==> src/hdl/kwp_pkg.sv <==
// Package for the KWP2000 frame receiver: parse phases, byte roles,
// status codes, register map and register reset values.
// No dependencies.
package kwp_pkg;

  // Parse phase of the frame being received
  typedef enum logic [2:0] {
    PH_FMT = 3'd0,
    PH_TGT = 3'd1,
    PH_SRC = 3'd2,
    PH_LEN = 3'd3,
    PH_PAY = 3'd4,
    PH_CS  = 3'd5
  } phase_t;

  // Byte roles
  localparam logic [2:0] ROLE_FMT  = 3'd0;
  localparam logic [2:0] ROLE_TGT  = 3'd1;
  localparam logic [2:0] ROLE_SRC  = 3'd2;
  localparam logic [2:0] ROLE_LEN  = 3'd3;
  localparam logic [2:0] ROLE_SID  = 3'd4;
  localparam logic [2:0] ROLE_DATA = 3'd5;
  localparam logic [2:0] ROLE_CS   = 3'd6;
  localparam logic [2:0] ROLE_DISC = 3'd7;

  // Frame status codes
  localparam logic [2:0] ST_OK     = 3'd0;
  localparam logic [2:0] ST_FAULT  = 3'd1;
  localparam logic [2:0] ST_CS_ERR = 3'd2;
  localparam logic [2:0] ST_NEG    = 3'd3;
  localparam logic [2:0] ST_NOSUP  = 3'd4;

  // Format byte fields
  localparam logic [7:0] FMT_ADDR_MASK = 8'hC0;
  localparam logic [7:0] FMT_LEN_MASK  = 8'h3F;

  // Register map: byte address = 4 * index
  localparam int unsigned CFG_AW = 5;
  localparam logic [2:0] REG_NEG_SID = 3'd0;
  localparam logic [2:0] REG_CODE_A  = 3'd1;
  localparam logic [2:0] REG_CODE_B  = 3'd2;
  localparam logic [2:0] REG_CODE_C  = 3'd3;
  localparam logic [2:0] REG_CODE_D  = 3'd4;

  // Register reset values
  localparam logic [7:0] RST_NEG_SID = 8'h7F;
  localparam logic [7:0] RST_CODE_A  = 8'h11;
  localparam logic [7:0] RST_CODE_B  = 8'h12;
  localparam logic [7:0] RST_CODE_C  = 8'h31;
  localparam logic [7:0] RST_CODE_D  = 8'h80;

endpackage

==> src/hdl/kwp_if.sv <==
// Valid/ready channel interfaces for the KWP2000 frame receiver:
// received bytes in, tagged bytes out. No dependencies.
interface kwp_in_if;
  logic       valid;
  logic       ready;
  logic [7:0] rx_byte;
  logic       rx_fault;

  modport source (output valid, rx_byte, rx_fault, input ready);
  modport sink   (input valid, rx_byte, rx_fault, output ready);
endinterface

interface kwp_out_if;
  logic       valid;
  logic       ready;
  logic [7:0] byte_value;
  logic [2:0] byte_role;
  logic [7:0] data_index;
  logic       frame_done;
  logic [2:0] status;
  logic [2:0] header_kind;
  logic [7:0] payload_length;
  logic [7:0] target_addr;
  logic [7:0] source_addr;
  logic [7:0] svc_id;

  modport source (output valid, byte_value, byte_role, data_index, frame_done,
                  status, header_kind, payload_length, target_addr,
                  source_addr, svc_id, input ready);
  modport sink   (input valid, byte_value, byte_role, data_index, frame_done,
                  status, header_kind, payload_length, target_addr,
                  source_addr, svc_id, output ready);
endinterface

==> src/hdl/kwp2000_frame_receiver.sv <==
// KWP2000 frame receiver top level: frame parser state, result register
// and APB register file. Depends on kwp_pkg and kwp_if.
//
// Usage:
//  - in_ch carries one received byte per request (rx_byte, rx_fault).
//  - out_ch returns one request per input byte: the byte echoed, its role
//    in the frame, the data index and the frame header seen so far. The
//    checksum byte (or a faulted byte) closes the frame with frame_done
//    and a status; the parser then waits for a new format byte.
//  - A byte that is accepted shows on out_ch from the next cycle. Throughput
//    is one byte per cycle while out_ch does not stall; the frame state
//    update and the result are computed in the accept cycle and the only
//    stored stage is the output register.
//  - in_ch.ready is high while the output register is empty or is being
//    taken, so a stalled receiver holds its result and back-pressures
//    in the same cycle.
//  - Reset (rst_n low, synchronous) empties the output register, returns
//    the parser to expecting a format byte and loads the register defaults.
//  - Registers (APB, byte address 4*i): negative SID, four unsupported
//    response codes. Write them only while no frame is in progress.
module kwp2000_frame_receiver (
  input  logic                          clk,
  input  logic                          rst_n,
  kwp_in_if.sink                        in_ch,
  kwp_out_if.source                     out_ch,
  input  logic                          psel,
  input  logic                          penable,
  input  logic                          pwrite,
  input  logic [kwp_pkg::CFG_AW-1:0]    paddr,
  input  logic [31:0]                   pwdata,
  output logic [31:0]                   prdata,
  output logic                          pready
);

  // Configuration registers
  logic [7:0] neg_sid_r, code_a_r, code_b_r, code_c_r, code_d_r;
  logic [2:0] reg_idx;
  logic       cfg_wr;

  assign reg_idx = paddr[kwp_pkg::CFG_AW-1:2];
  assign cfg_wr  = psel && penable && pwrite;
  assign pready  = 1'b1;

  always_ff @(posedge clk) begin
    if (!rst_n) begin
      neg_sid_r <= kwp_pkg::RST_NEG_SID;
      code_a_r  <= kwp_pkg::RST_CODE_A;
      code_b_r  <= kwp_pkg::RST_CODE_B;
      code_c_r  <= kwp_pkg::RST_CODE_C;
      code_d_r  <= kwp_pkg::RST_CODE_D;
    end else if (cfg_wr) begin
      unique case (reg_idx)
        kwp_pkg::REG_NEG_SID: neg_sid_r <= pwdata[7:0];
        kwp_pkg::REG_CODE_A:  code_a_r  <= pwdata[7:0];
        kwp_pkg::REG_CODE_B:  code_b_r  <= pwdata[7:0];
        kwp_pkg::REG_CODE_C:  code_c_r  <= pwdata[7:0];
        kwp_pkg::REG_CODE_D:  code_d_r  <= pwdata[7:0];
        default: ;
      endcase
    end
  end

  // Read mux
  always_comb begin
    unique case (reg_idx)
      kwp_pkg::REG_NEG_SID: prdata = {24'd0, neg_sid_r};
      kwp_pkg::REG_CODE_A:  prdata = {24'd0, code_a_r};
      kwp_pkg::REG_CODE_B:  prdata = {24'd0, code_b_r};
      kwp_pkg::REG_CODE_C:  prdata = {24'd0, code_c_r};
      kwp_pkg::REG_CODE_D:  prdata = {24'd0, code_d_r};
      default:              prdata = 32'd0;
    endcase
  end

  // Frame state
  kwp_pkg::phase_t phase_r, phase_nxt;
  logic [1:0] kind_r, kind_nxt;
  logic [7:0] tgt_r, tgt_nxt, src_r, src_nxt, len_r, len_nxt;
  logic [7:0] cnt_r, cnt_nxt, sum_r, sum_nxt, sid_r, sid_nxt;
  logic [7:0] resp_r, resp_nxt;

  // Output register
  logic       out_valid_r;
  logic [7:0] val_r, didx_r, plen_r, taddr_r, saddr_r, sidout_r;
  logic [2:0] role_r, status_r, hkind_r;
  logic       done_r;

  logic       accept;
  assign in_ch.ready = !out_valid_r || out_ch.ready;
  assign accept      = in_ch.valid && in_ch.ready;

  // Parser: updated frame fields, result of this byte, then frame clear
  logic [1:0] kind_u;
  logic [7:0] tgt_u, src_u, len_u, cnt_u, sum_u, sid_u, resp_u, sum_add;
  logic [2:0] role_c, status_c;
  logic [7:0] didx_c;
  logic       done_c, addr_c, lenb_c, unsup_c;
  kwp_pkg::phase_t phase_u;

  always_comb begin
    kind_u   = kind_r;
    tgt_u    = tgt_r;
    src_u    = src_r;
    len_u    = len_r;
    cnt_u    = cnt_r;
    sid_u    = sid_r;
    resp_u   = resp_r;
    phase_u  = phase_r;
    sum_add  = sum_r + in_ch.rx_byte;
    sum_u    = sum_r;
    role_c   = kwp_pkg::ROLE_DISC;
    status_c = kwp_pkg::ST_OK;
    didx_c   = 8'd0;
    done_c   = 1'b0;
    addr_c   = (in_ch.rx_byte & kwp_pkg::FMT_ADDR_MASK) != 8'd0;
    lenb_c   = (in_ch.rx_byte & kwp_pkg::FMT_LEN_MASK) == 8'd0;
    unsup_c  = (resp_r == code_a_r) || (resp_r == code_b_r) ||
               (resp_r == code_c_r) || (resp_r == code_d_r);

    if (in_ch.rx_fault) begin
      done_c   = 1'b1;
      status_c = kwp_pkg::ST_FAULT;
    end else begin
      unique case (phase_r)
        kwp_pkg::PH_TGT: begin
          role_c  = kwp_pkg::ROLE_TGT;
          tgt_u   = in_ch.rx_byte;
          sum_u   = sum_add;
          phase_u = kwp_pkg::PH_SRC;
        end
        kwp_pkg::PH_SRC: begin
          role_c  = kwp_pkg::ROLE_SRC;
          src_u   = in_ch.rx_byte;
          sum_u   = sum_add;
          if (kind_r[0])
            phase_u = kwp_pkg::PH_LEN;
          else
            phase_u = (len_r != 8'd0) ? kwp_pkg::PH_PAY : kwp_pkg::PH_CS;
        end
        kwp_pkg::PH_LEN: begin
          role_c  = kwp_pkg::ROLE_LEN;
          len_u   = in_ch.rx_byte;
          sum_u   = sum_add;
          phase_u = (in_ch.rx_byte != 8'd0) ? kwp_pkg::PH_PAY : kwp_pkg::PH_CS;
        end
        kwp_pkg::PH_PAY: begin
          if (cnt_r == 8'd0) begin
            role_c = kwp_pkg::ROLE_SID;
            sid_u  = in_ch.rx_byte;
          end else begin
            role_c = kwp_pkg::ROLE_DATA;
            didx_c = cnt_r - 8'd1;
            if (cnt_r == 8'd2)
              resp_u = in_ch.rx_byte;
          end
          sum_u = sum_add;
          cnt_u = cnt_r + 8'd1;
          if (cnt_u >= len_r)
            phase_u = kwp_pkg::PH_CS;
        end
        kwp_pkg::PH_CS: begin
          role_c = kwp_pkg::ROLE_CS;
          done_c = 1'b1;
          if (in_ch.rx_byte != sum_r)
            status_c = kwp_pkg::ST_CS_ERR;
          else if (len_r >= 8'd1 && sid_r == neg_sid_r)
            status_c = (len_r >= 8'd3 && unsup_c) ? kwp_pkg::ST_NOSUP : kwp_pkg::ST_NEG;
        end
        default: begin
          // format byte starts a fresh frame
          role_c  = kwp_pkg::ROLE_FMT;
          kind_u  = {addr_c, lenb_c};
          tgt_u   = 8'd0;
          src_u   = 8'd0;
          len_u   = in_ch.rx_byte & kwp_pkg::FMT_LEN_MASK;
          cnt_u   = 8'd0;
          sid_u   = 8'd0;
          resp_u  = 8'd0;
          sum_u   = in_ch.rx_byte;
          if (addr_c)
            phase_u = kwp_pkg::PH_TGT;
          else
            phase_u = lenb_c ? kwp_pkg::PH_LEN : kwp_pkg::PH_PAY;
        end
      endcase
    end

    // Frame ends: back to reset values after reporting
    if (done_c) begin
      phase_nxt = kwp_pkg::PH_FMT;
      kind_nxt  = 2'd0;
      tgt_nxt   = 8'd0;
      src_nxt   = 8'd0;
      len_nxt   = 8'd0;
      cnt_nxt   = 8'd0;
      sum_nxt   = 8'd0;
      sid_nxt   = 8'd0;
      resp_nxt  = 8'd0;
    end else begin
      phase_nxt = phase_u;
      kind_nxt  = kind_u;
      tgt_nxt   = tgt_u;
      src_nxt   = src_u;
      len_nxt   = len_u;
      cnt_nxt   = cnt_u;
      sum_nxt   = sum_u;
      sid_nxt   = sid_u;
      resp_nxt  = resp_u;
    end
  end

  // Frame state register
  always_ff @(posedge clk) begin
    if (!rst_n) begin
      phase_r <= kwp_pkg::PH_FMT;
      kind_r  <= 2'd0;
      tgt_r   <= 8'd0;
      src_r   <= 8'd0;
      len_r   <= 8'd0;
      cnt_r   <= 8'd0;
      sum_r   <= 8'd0;
      sid_r   <= 8'd0;
      resp_r  <= 8'd0;
    end else if (accept) begin
      phase_r <= phase_nxt;
      kind_r  <= kind_nxt;
      tgt_r   <= tgt_nxt;
      src_r   <= src_nxt;
      len_r   <= len_nxt;
      cnt_r   <= cnt_nxt;
      sum_r   <= sum_nxt;
      sid_r   <= sid_nxt;
      resp_r  <= resp_nxt;
    end
  end

  // Output valid
  always_ff @(posedge clk) begin
    if (!rst_n)
      out_valid_r <= 1'b0;
    else if (accept)
      out_valid_r <= 1'b1;
    else if (out_ch.ready)
      out_valid_r <= 1'b0;
  end

  // Output payload
  always_ff @(posedge clk) begin
    if (accept) begin
      val_r    <= in_ch.rx_byte;
      role_r   <= role_c;
      didx_r   <= didx_c;
      done_r   <= done_c;
      status_r <= status_c;
      hkind_r  <= {1'b0, kind_u} + 3'd1;
      plen_r   <= len_u;
      taddr_r  <= tgt_u;
      saddr_r  <= src_u;
      sidout_r <= sid_u;
    end
  end

  assign out_ch.valid          = out_valid_r;
  assign out_ch.byte_value     = val_r;
  assign out_ch.byte_role      = role_r;
  assign out_ch.data_index     = didx_r;
  assign out_ch.frame_done     = done_r;
  assign out_ch.status         = status_r;
  assign out_ch.header_kind    = hkind_r;
  assign out_ch.payload_length = plen_r;
  assign out_ch.target_addr    = taddr_r;
  assign out_ch.source_addr    = saddr_r;
  assign out_ch.svc_id         = sidout_r;

endmodule

==> src/flat_wrapper.sv <==
// flat-port wrapper written by rule: the top's interface ports become plain ports
module kwp2000_frame_receiver_flat 
  (clk, rst_n, psel, penable, pwrite, paddr, pwdata, prdata, pready, in_ch_valid, in_ch_rx_byte, in_ch_rx_fault, in_ch_ready, out_ch_valid, out_ch_byte_value, out_ch_byte_role, out_ch_data_index, out_ch_frame_done, out_ch_status, out_ch_header_kind, out_ch_payload_length, out_ch_target_addr, out_ch_source_addr, out_ch_svc_id, out_ch_ready);
  kwp_in_if in_ch_i ();
  kwp_out_if out_ch_i ();
  input  logic clk;
  input  logic rst_n;
  input  logic psel;
  input  logic penable;
  input  logic pwrite;
  input  logic [kwp_pkg::CFG_AW-1:0] paddr;
  input  logic [31:0] pwdata;
  output logic [31:0] prdata;
  output logic pready;
  input wire logic [$bits(in_ch_i.valid)-1:0] in_ch_valid;
  input wire logic [$bits(in_ch_i.rx_byte)-1:0] in_ch_rx_byte;
  input wire logic [$bits(in_ch_i.rx_fault)-1:0] in_ch_rx_fault;
  output wire logic [$bits(in_ch_i.ready)-1:0] in_ch_ready;
  output wire logic [$bits(out_ch_i.valid)-1:0] out_ch_valid;
  output wire logic [$bits(out_ch_i.byte_value)-1:0] out_ch_byte_value;
  output wire logic [$bits(out_ch_i.byte_role)-1:0] out_ch_byte_role;
  output wire logic [$bits(out_ch_i.data_index)-1:0] out_ch_data_index;
  output wire logic [$bits(out_ch_i.frame_done)-1:0] out_ch_frame_done;
  output wire logic [$bits(out_ch_i.status)-1:0] out_ch_status;
  output wire logic [$bits(out_ch_i.header_kind)-1:0] out_ch_header_kind;
  output wire logic [$bits(out_ch_i.payload_length)-1:0] out_ch_payload_length;
  output wire logic [$bits(out_ch_i.target_addr)-1:0] out_ch_target_addr;
  output wire logic [$bits(out_ch_i.source_addr)-1:0] out_ch_source_addr;
  output wire logic [$bits(out_ch_i.svc_id)-1:0] out_ch_svc_id;
  input wire logic [$bits(out_ch_i.ready)-1:0] out_ch_ready;
  assign in_ch_i.valid = in_ch_valid;
  assign in_ch_i.rx_byte = in_ch_rx_byte;
  assign in_ch_i.rx_fault = in_ch_rx_fault;
  assign in_ch_ready = in_ch_i.ready;
  assign out_ch_valid = out_ch_i.valid;
  assign out_ch_byte_value = out_ch_i.byte_value;
  assign out_ch_byte_role = out_ch_i.byte_role;
  assign out_ch_data_index = out_ch_i.data_index;
  assign out_ch_frame_done = out_ch_i.frame_done;
  assign out_ch_status = out_ch_i.status;
  assign out_ch_header_kind = out_ch_i.header_kind;
  assign out_ch_payload_length = out_ch_i.payload_length;
  assign out_ch_target_addr = out_ch_i.target_addr;
  assign out_ch_source_addr = out_ch_i.source_addr;
  assign out_ch_svc_id = out_ch_i.svc_id;
  assign out_ch_i.ready = out_ch_ready;
  kwp2000_frame_receiver u_core (.clk(clk), .rst_n(rst_n), .in_ch(in_ch_i), .out_ch(out_ch_i), .psel(psel), .penable(penable), .pwrite(pwrite), .paddr(paddr), .pwdata(pwdata), .prdata(prdata), .pready(pready));
endmodule
==> config.mk <==
export PLATFORM = sky130hd
export DESIGN_NAME = kwp2000_frame_receiver_flat
export DESIGN_NICKNAME = d
export VERILOG_FILES = /design/src/hdl/kwp_pkg.sv /design/src/hdl/kwp_if.sv /design/src/hdl/kwp2000_frame_receiver.sv /design/src/flat_wrapper.sv
export SDC_FILE = /design/constraint.sdc
export NUM_CORES = 1
export LEC_CHECK = 0
export BUFFER_PORTS_ARGS = -buffer_cell sky130_fd_sc_hd__buf_2
export CAP_MARGIN = 20
export CORE_ASPECT_RATIO = 0.75
export CORE_MARGIN = 3
export CORE_UTILIZATION = 40
export DETAILED_ROUTE_END_ITERATION = 6
export PLACE_DENSITY_LB_ADDON = 0.05
export SLEW_MARGIN = 5
export SYNTH_ARGS = -nofsm -noshare
export SYNTH_HDL_FRONTEND = slang
export SYNTH_SLANG_ARGS = --single-unit
==> constraint.sdc <==
create_clock -name clk -period 7.4 [get_ports clk]
set_input_delay 0.74 -clock clk [delete_from_list [all_inputs] [get_ports clk]]
set_output_delay 0.74 -clock clk [all_outputs]
set_load 0.02 [all_outputs]
### Word-level counts from Yosys, hierarchy flattened

Index checks and enable logic that the tools add are counted.

* output and inout bits: 93
* register bits after elaboration: 160

* $lt $le $gt $ge: 3
* add/subtract/negate cells: 4
* reduce and logical (&&, ||, !) cells: 35
* eq/ne operators: 22
* muxes and demuxes: 47
* bitwise logic cells: 3

Operators by type and width (number)
* $mux 8: 17
* $pmux 8 s2: 7
* $eq 8x8->1: 5
* $pmux 8 s5: 1
* $pmux 3 s5: 2
* $reduce_bool 8->1: 3
* $reduce_or 4->1: 6
* $mux 3: 7
* $logic_not 8->1: 2
* $eq 3x2->1 const B: 4
* $mux 2: 5
* $reduce_and 2->1: 5
* $eq 3x3->1 const B: 3
* $add 8x1->8 const B: 1
* $add 8x8->8: 1
* $eq 8x2->1 const B: 1
* $ge 8x1->1 const B: 1
* $ge 8x2->1 const B: 1
* $ge 8x8->1: 1
* $mux 1: 8
* $ne 8x8->1: 1
* $sub 8x1->8 const B: 1
* $eq 3x1->1 const B: 2
* $ne 2x1->1 const B: 3
* other kinds (15): 26

### Depth between registers and ports, before layout

* word-level depth: 9
* mapped depth: 11
* depth with buffers taken out: 11

### Worst setup path after synthesis

OpenSTA, ideal clock, no wires.

* path kind: input -> register
* from: input port out_ch_ready
* to: register u_core.resp_r[7]
* data required time: 7284 ps
* stages: 8
* slack: 3914 ps
* arrival time: 3370 ps
* path through: nand2b_1 nand2_1 clkinv_1 o31ai_2 a21o_1 buf_2 or3_1 a21boi_1

* longest elaborated chain between the ends: 3

Ends and longest elaborated chain
* start: declaration: RTL line flat_wrapper.sv:30 `input wire logic [$bits(out_ch_i.ready)-1:0] out_ch_ready;`
* $logic_or 1x1->1: RTL line kwp2000_frame_receiver.sv:89 `assign in_ch.ready = !out_valid_r || out_ch.ready;`
* $logic_and 1x1->1: RTL line kwp2000_frame_receiver.sv:90 `assign accept = in_ch.valid && in_ch.ready;`
* net u_core.accept: RTL line kwp2000_frame_receiver.sv:88 `logic accept;`
* $reduce_and 5->1 (no line)
* end signal: assignment: RTL line kwp2000_frame_receiver.sv:233 `resp_r <= resp_nxt;`
* end: declaration: RTL line kwp2000_frame_receiver.sv:80 `logic [7:0] resp_r, resp_nxt;`

The timed path passes the listed nets, and every way through them passes these cells.
A chain may end at the register's enable or synchronous reset.

### Worst setup path in the final report

* from: input port paddr[3] in the netlist's numbering
* to: output port prdata[3]

* longest elaborated chain between the ends: 2
* elaborated cells between the ends (all ways): 6

Ends and longest elaborated chain
* start: declaration: RTL line flat_wrapper.sv:11 `input logic [kwp_pkg::CFG_AW-1:0] paddr;`
* $eq 3x3->1 (tied with other cells): RTL line kwp2000_frame_receiver.sv:65 `unique case (reg_idx)`
* $pmux 8 s5 (*): RTL line kwp2000_frame_receiver.sv:65
* end: declaration: RTL line flat_wrapper.sv:13 `output logic [31:0] prdata;`

Every way passes the cells marked *; elsewhere a longest branch is shown, timed or not.

==> metrics.md <==
| Metric | Value |
|---|---|
| Outcome | finished, final reports clean |
| Psw | about 0.00052 W |
| Die height | approximately 130 um |
| Worst slew margin | between 30% and 40% |
| Overflow after GRT | 0 |
| Leakage | between 3 and 4 nW |
| Clock insertion delay at the later pin of the skew report | between 400 and 500 ps |
| Class of the worst hold path | reg -> reg |
| Routed vias/inst | roughly 5.5 |
| Clock root cell | clkbuf_16 |
| Crit path buffers/inverters | 2 |
| CTS Buf Count | 17 |
| Crit path arrival time | approximately 2300 ps |
| Register area | around 3800 um^2 |
| Most common cell after layout, fill and taps aside | dfxtp_1 |
| Top delay family on crit path | buffers and inverters |
| Yosys warns | 0 |
| Hold_sp | u_core.sum_r[5] |
| CTS tree | yes |
| Placer congestion estimate | about 0.86 |
| Register area share after synthesis | between 40% and 50% |
| Power share of the combinational group | roughly a tenth |
| R2R cell count | 6 |
| CP most frequent cell | buf_2 |
| Ant diodes | 0 |
| Critical path cell sequence | buf_2 > nor2b_1 > a21oi_1 > o22ai_1 > buf_2 |
| F_max | between 0.3 and 0.4 GHz |
| Routed wire length | between 20000 and 25000 um |
| PostCTS Resize Cnt | 0 |
| Filler instances | 1902 |
| PwrDens | 218 nW/um^2 |
| Async set-reset flop share out of synthesis | 0% |
| Tmin final | roughly 3000 ps |
| Fin. max-slew vios | 0 |
| Largest net degree at the start of global routing | slightly below 90 |
| Fin Hold WS | slightly below 500 ps |
| Mean Syn Cell Area | around 9.7 um^2 |
| Top FF cell, synth | dfxtp_1 |
| Initial antenna violation count | 0 |
| Crit share post-route | between 40% and 50% |
| Commonest non-fill, non-tap cells in the layout | dfxtp_1, buf_2, nand2_1 |
| Die W | 172 um |
| Final hold vios | 0 |
| CORE AREA | 19800 um^2 |
| CTS max path bufs | 2 |
| Starting Density | approximately two fifths |
| Crit Path Max Fanout | 23 |
| DRT Pass-1 Iters | 5 |
| Drt wl/cell | between 15 and 20 um |
| Worst Path Required | between 6000 and 7000 ps |
| Sink Count | 160 |
| Antenna Nets Post-Route | 0 |
| Total internal power | 0.00151 W |
| Yosys top cell by area | dfxtp_1 |
| First-pass GRT wire length | 34200 um |
| H-tree depth | 4 |
| Clock slew at the register clock pins of the worst setup and hold paths | approximately 60 ps |
| Die area | around 22000 um^2 |
| Total GRT Usage | about a fifth |
| Sw Share | approximately 26% |
| WS Path Type | in -> out |
| Hold endpoint | u_core.sum_r[5] |
| Max stage delay cell, worst path | nor2b_1 |
| Worst-Margin Slew | 974 ps |
| Post-synth EDFFs | between 50 and 60 |
| Cell Area, Synth | approximately 8300 um^2 |
| Hold Path Depth | 2 |
| Rows | 44 |
| Reg power frac | between 40% and 50% |
| Area of the multi-input gates | around 4100 um^2 |
| Input/output buffers | 94 |
| Post-synth top area share | 24.7% |
| VDD IR max | roughly 0.11 mV |
| Detail Placement HPWL | between 10000 and 15000 um |
| Setup violators final | 0 |
| Hold buffer count at cts | 0 |
| Layout cell share with drive strength beyond 1 | 16.5% |
| Worst r2r dst | u_core.out_ch.header_kind[1] |
| Top area cells in the synthesized netlist | dfxtp_1, edfxtp_1, mux2i_1 |
| Vias | between 6000 and 7000 |
| Layout net count | 986 |
| # DRC | 0 |
| MaxCap Viol Count | 0 |
| IO Count | between 100 and 150 |
| Synthesized instance count | 851 |
| Vias in the first global route | around 6200 |
| RSZ-0062 raised after global routing | no |
| Fin Setup TNS | 0 ps |
| Worst path max stage delay | approximately 570 ps |
| Worst setup SP type | input port |
| FF-to-FF Start | u_core.phase_r[0] |
| Drt first-iter violations | ~500 |
| Synth cell types | 67 |
| Clk_skew | 8.36 ps |
| Area Overhead vs Synth | 13.0% |
| Post-CTS Setup Inserts | 0 |
| Clock Power Share | 42.8% |
| FF-to-FF setup slack | around 4500 ps |
| Synthesis-stage register bit count | 160 |
| CP Capture Type | output pin |
## worst reg2reg max path: stages, from the launching register on
cell,delay [ps]
dfxtp_1,960
nor2_1,340
a21oi_1,420
nor2_1,110
mux2i_1,440
inv_1,90
ha_1,300
## area by class of cell
cell class | instances | share of cell area, %
Multi-Input combinational cell | 612 | 43.6
Sequential cell | 160 | 40.4
Timing Repair Buffer | 101 | 5.59
Clock buffer | 22 | 4.96
Tap cell | 253 | 3.38
Clock inverter | 10 | 1.19
Inverter | 20 | 0.803
## synthesized netlist by cell type, drive strengths merged (29+ instances only)
cell type  instances
nor2              57
xnor2             37
a22oi             29
nor2b             37
o21ai             37
nand2             78
dfxtp            102
mux2i             54
edfxtp            58
clkbuf            32
a22o              32
a21oi             33
buf               50
## logic make-up after synthesis
kind of cell / count (synthesis) / synth area share, %
AO/OA/AOI/OAI: 178 / 14.7
XOR/XNOR: 60 / 6.35
adder cells (fa/ha/maj): 21 / 3.26
buffers and inverters: 102 / 6.05
flip-flops: 160 / 45.7
multiplexers: 58 / 7.07
other: 2 / 0.0907
AND/OR/NAND/NOR: 270 / 16.7
## stage by stage
| step | power, W | cell area (um^2) | std cells | setup WS, ps | util, % |
|---|---|---|---|---|---|
| after floorplan | 0.00112 | 8360 | 874 | 3910 | - |
| after global placement | 0.00118 | 8770 | 1145 | 4080 | 44.3 |
| after detailed placement | 0.00118 | 8780 | 1146 | 3940 | 44.3 |
| after CTS | 0.00206 | 9350 | 1178 | 4390 | 47.2 |
| after global routing | 0.00212 | 9350 | 1178 | 4240 | 47.2 |
| final | 0.00204 | 9350 | 1178 | 4370 | 47.2 |
## layer usage
layer,track usage [%],vias to the layer above,routed length (um)
li1,-,3098,-
met1,29.4,3155,10800
met2,28.3,223,9200
met3,4.21,23,1290
met4,5.58,0,282
met5,0,-,0
## worst max path at each step
stage	slack, ps	cells past startpoint	from	to
3_5_place_dp	3940	9	out_ch_ready	u_core.sid_r[1]
3_3_place_gp	4080	9	out_ch_ready	u_core.sid_r[2]
2_1_floorplan	3910	8	out_ch_ready	u_core.resp_r[7]
6_report	4370	5	paddr[3]	prdata[3]
5_1_grt	4240	5	paddr[3]	prdata[3]
4_1_cts	4390	5	paddr[3]	prdata[5]
## power by group through the flow
| stage | Sequential (W) | Clock (W) | Combinational, W |
|---|---|---|---|
| after detailed placement | 0.000969 | 0 | 0.000214 |
| final | 0.000950 | 0.000872 | 0.000215 |
| after CTS | 0.000950 | 0.000890 | 0.000215 |
| after global placement | 0.000968 | 0 | 0.000211 |
| after floorplan | 0.000989 | 0 | 0.000135 |
| after global routing | 0.000952 | 0.000934 | 0.000234 |
Power figures use the tool's default switching activity.
